### config.mk
export PLATFORM = sky130hd
export DESIGN_NAME = sts_ctrl
export DESIGN_NICKNAME = d
export VERILOG_FILES = /design/src/hw/rtl/sts_pkg.sv /design/src/hw/rtl/sts_ctrl.sv
export SDC_FILE = /design/constraint.sdc
export NUM_CORES = 1
export LEC_CHECK = 0
export CORE_AREA = 10 10 47 49
export DETAILED_ROUTE_END_ITERATION = 10
export DIE_AREA = 0 0 57 59
export DONT_BUFFER_PORTS = 1
export HOLD_SLACK_MARGIN = 0.06
export PLACE_DENSITY = 0.41
export RECOVER_POWER = 25
export SETUP_SLACK_MARGIN = 0.02
export SLEW_MARGIN = 20
export SYNTH_ARGS = -nofsm -noshare
export SYNTH_HDL_FRONTEND = slang
export SYNTH_SLANG_ARGS = --single-unit
### constraint.sdc
create_clock -name i_clk -period 1.7 [get_ports i_clk]
set_clock_uncertainty 0.15 [all_clocks]
set_input_delay 0.255 -clock i_clk [delete_from_list [all_inputs] [get_ports i_clk]]
set_output_delay 0.255 -clock i_clk [all_outputs]
set_load 0.02 [all_outputs]
### src/hw/rtl/sts_pkg.sv
// shared types and constants for the sorted table search block
`timescale 1ns / 1ps

package sts_pkg;

    localparam int TABLE_DEPTH_DEF = 1024;
    localparam int KEY_W           = 32;
    localparam int SLOT_W          = 10;
    localparam int COUNT_W         = 11;

    localparam logic CMD_WRITE  = 1'b0;
    localparam logic CMD_SEARCH = 1'b1;

    typedef struct packed {
        logic wr_en;
        logic init;
        logic load_ends;
        logic probe;
        logic step;
        logic out_load;
        logic out_found;
    } t_ctrl;

    typedef struct packed {
        logic empty;
        logic outside;
        logic hit_end;
        logic hit_mid;
        logic out_free;
    } t_stat;

endpackage

### src/hw/rtl/sts_ctrl.sv
// controller state machine of the sorted table search
`timescale 1ns / 1ps

module sts_ctrl (
    input  logic           i_clk,
    input  logic           i_rst_n,
    input  logic           i_in_valid,
    input  logic           i_cmd,
    output logic           o_in_stall,
    input  sts_pkg::t_stat i_stat,
    output sts_pkg::t_ctrl o_ctrl
);
    import sts_pkg::*;

    typedef enum logic [4:0] {
        S_IDLE  = 5'b00001,
        S_ENDS  = 5'b00010,
        S_CHECK = 5'b00100,
        S_MID   = 5'b01000,
        S_DONE  = 5'b10000
    } t_state;

    t_state r_state, n_state;
    logic   r_result, n_result;
    logic   accept;

    assign accept     = i_in_valid && (r_state == S_IDLE);
    assign o_in_stall = r_state != S_IDLE;

    always_comb begin
        n_state  = r_state;
        n_result = r_result;
        o_ctrl   = '0;
        unique case (r_state)
            S_IDLE: begin
                if (accept) begin
                    if (i_cmd == CMD_SEARCH) begin
                        o_ctrl.init = 1'b1;
                        n_state     = S_ENDS;
                    end else begin
                        o_ctrl.wr_en = 1'b1;
                    end
                end
            end
            S_ENDS: begin
                o_ctrl.load_ends = 1'b1;
                n_state          = S_CHECK;
            end
            S_CHECK: begin
                if (i_stat.empty || i_stat.outside) begin
                    n_result = 1'b0;
                    n_state  = S_DONE;
                end else if (i_stat.hit_end) begin
                    n_result = 1'b1;
                    n_state  = S_DONE;
                end else begin
                    o_ctrl.probe = 1'b1;
                    n_state      = S_MID;
                end
            end
            S_MID: begin
                if (i_stat.hit_mid) begin
                    n_result = 1'b1;
                    n_state  = S_DONE;
                end else begin
                    o_ctrl.step = 1'b1;
                    n_state     = S_CHECK;
                end
            end
            S_DONE: begin
                if (i_stat.out_free) begin
                    o_ctrl.out_load  = 1'b1;
                    o_ctrl.out_found = r_result;
                    n_state          = S_IDLE;
                end
            end
            default: begin
                n_state = S_IDLE;
            end
        endcase
    end

    always_ff @(posedge i_clk) begin
        if (!i_rst_n) begin
            r_state <= S_IDLE;
        end else begin
            r_state <= n_state;
        end
    end

    always_ff @(posedge i_clk) begin
        r_result <= n_result;
    end

`ifndef SYNTHESIS
    a_load_when_free: assert property (@(posedge i_clk) disable iff (!i_rst_n)
        o_ctrl.out_load |-> i_stat.out_free)
        else $error("result loaded over a pending transaction");

    a_search_starts: assert property (@(posedge i_clk) disable iff (!i_rst_n)
        (accept && (i_cmd == CMD_SEARCH)) |=> (r_state == S_ENDS))
        else $error("search transaction did not start a lookup");
`endif

endmodule

==> metrics.cfg <==
[detailed_routing]
routed_wl_mm=1.010
drcViolationCount=0
drtPass1Iterations=2
drtIter0Drc=7
num_vias=371
via_per_inst=5.225
drtAntennaViolNets=0
wl_per_cell_um=14.23

[synth]
ys_seq_elements=6
synth_ff_type=dfxtp_1
synthesis.instances=41
seq_area_frac_synth=0.3599
synth.distinct_cells=26
syn-cell-area_um2=361.6
yosysWarnings=0
synth_edf_count=1
postSynthAreaPerCell_um2=8.819
async_reset_ff_frac=0
syn_nets=50

[worst_setup_path]
path_buf_inv=0
worst-path-max-fanout=7
crit_slowest_cell=or3_4
slowest_delay_ns=0.41
cp_top_family=simple AND/OR/NAND/NOR gates
cp.required_ns=1.29
critPathLaunchType=flip-flop
critical_path.cell_chain=or3_4, nor3_4
worstSetupPathType=reg -> out
end_kind=output pin
worstPathArrival_ns=1.35

[pwr]
p_leak_uw=0.0002162
ir_worst_vdd_v=0.0003455
clkPwrFrac=0.388
power_density_nw_per_um2=718.9
p_sw_frac=0.2737
p_int_uw=279.0
seqPwrFrac=0.407
p_comb_frac=0.205
power_switching_uw=105.1

[cts]
clkLatencyLatePin_ns=0.26
clock_sinks=6
h-tree-depth=1
cts_buffers=3
cts_tree=done
cts.path.max_buffers=2
path_clk_slew_ns=0.06
ctsRootBufferMaster=clkbuf_4

[placed_design]
gp_congestion=0.8268
port_buffers=0
placed_area_um2=422.9
dp.cells=61
hpwl_um=809.7

[status]
status=finished, violations left
violations=negative setup slack

[floorplan]
ios=17
dieArea_um2=3363
die_w_um=57
die_h_um=59
core_um2=1401
rows=14
start_util=0.2580

[global_routing]
grt_pass1_vias=374
grt_max_degree=8
antenna_found_initial=0
grt_pass1_wl_mm=1.725
grt_use_total=0.06494
overflow=0

[cells_and_area]
layout_common_cells=buf_4 (6), nor2_1 (4), dlygate4sd3_1 (4)
nets=65
drive_above_1_share=0.3818
area_growth_syn_to_layout_pct=47.75
fin_area_um2=534.3
antenna_cells=0
final_common_cell=buf_4
instances_no_fill=71

[sta]
tightest_slew_ns=0.2948
drv_slew=0
fin_crit_ns=1.750
timing.fmax_ghz=0.5714
relSlewSlack=0.8007
hold_viol_final=0
tns_ns=-0.07644
finalSetupViolations=2
layout_worst_path_cycle_share=1.029
hold_ws_ns=0.06912
final.setup.worst_slack_ns=-0.05008
rsz0062_at_grt=yes

[worst_hold_path]
hold_path_class=in -> reg

[job]
drv_cap=0

## layer usage
layer  GRT usage  part of all wire  vias to the layer above
met2      0.1039              0.50                       12
met1     0.05967              0.38                      172
li1            -                 -                      187
met4     0.01007                 0                        0
met5           0                 0                        -
met3     0.06438              0.12                        0
## cell families after synthesis
family,synth area share
AND/OR/NAND/NOR,0.4741
XOR/XNOR,0.02423
AO/OA/AOI/OAI,0.1315
buffers and inverters,0.01037
flip-flops,0.3599
## power groups by stage
stage          clock network [uW]  logic, uW  registers [uW]
6_report                      149       78.7             156
2_1_floorplan                   0       48.4             157
5_1_grt                       168       85.4             157
3_3_place_gp                    0       62.2             158
4_1_cts                       153       76.2             155
3_5_place_dp                    0       63.0             158
## cell usage after synthesis, types with 2 or more instances
library cell	count	area share
dfxtp_1	5	0.28
nand2_1	3	0.031
nand3_1	2	0.028
nor2_1	5	0.052
nor2b_1	3	0.052
nor3_1	3	0.042
## worst paths after layout
kind              slack, ns  cells past startpoint                    start                      end
setup / recovery      -0.05                      2  r_state[0]$_SDFFE_PN1P_                o_ctrl[2]
hold / removal         0.07                      2                  i_rst_n  r_state[4]$_SDFFE_PN0P_
setup reg to reg       0.22                      3  r_state[0]$_SDFFE_PN1P_  r_state[2]$_SDFFE_PN0P_
hold reg to reg        0.46                      2  r_state[4]$_SDFFE_PN0P_  r_state[0]$_SDFFE_PN1P_
## worst reg2reg max path, delay by kind of cell, from the launching register on
kind | cells | cell delay [ns]
simple gates | 2 | 0.72
compound gates | 1 | 0.17
flops | 1 | 0.36
## metrics by stage
stage               utilization  total power, uW  worst slack, ns
finish                   0.3813            384.1         -0.05008
global route             0.3813            410.2         -0.09852
CTS                      0.3670            384.1         -0.07614
detailed placement       0.3018            221.4          0.07767
global placement         0.3018            220.1          0.09923
floorplan                     -            205.4          0.02103
## final cells by class
type / instances / area (um^2)
inverter: 1 / 3.754
timing repair buffer: 10 / 85.08
sequential: 6 / 138.9
clock buffer: 4 / 26.28
fill: 156 / 867.1
multi-input combinational: 34 / 260.3
tap: 16 / 20.02
## flip-flops by register name, indices dropped and copies added (netlist names)
| name | count |
|---|---|
| r_result | 1 |
| r_state | 5 |
## repair_timing
| action | in CTS | in global routing |
|---|---|---|
| pin swaps | 3 | 4 |
| setup buffers | 1 | 1 |
| hold buffers | 4 | 0 |
| setup endpoints to repair | 7 | 6 |
| hold endpoints to repair | 3 | 0 |
| resized for setup | 8 | 3 |
No activity file was read; power rests on OpenSTA's default activity.
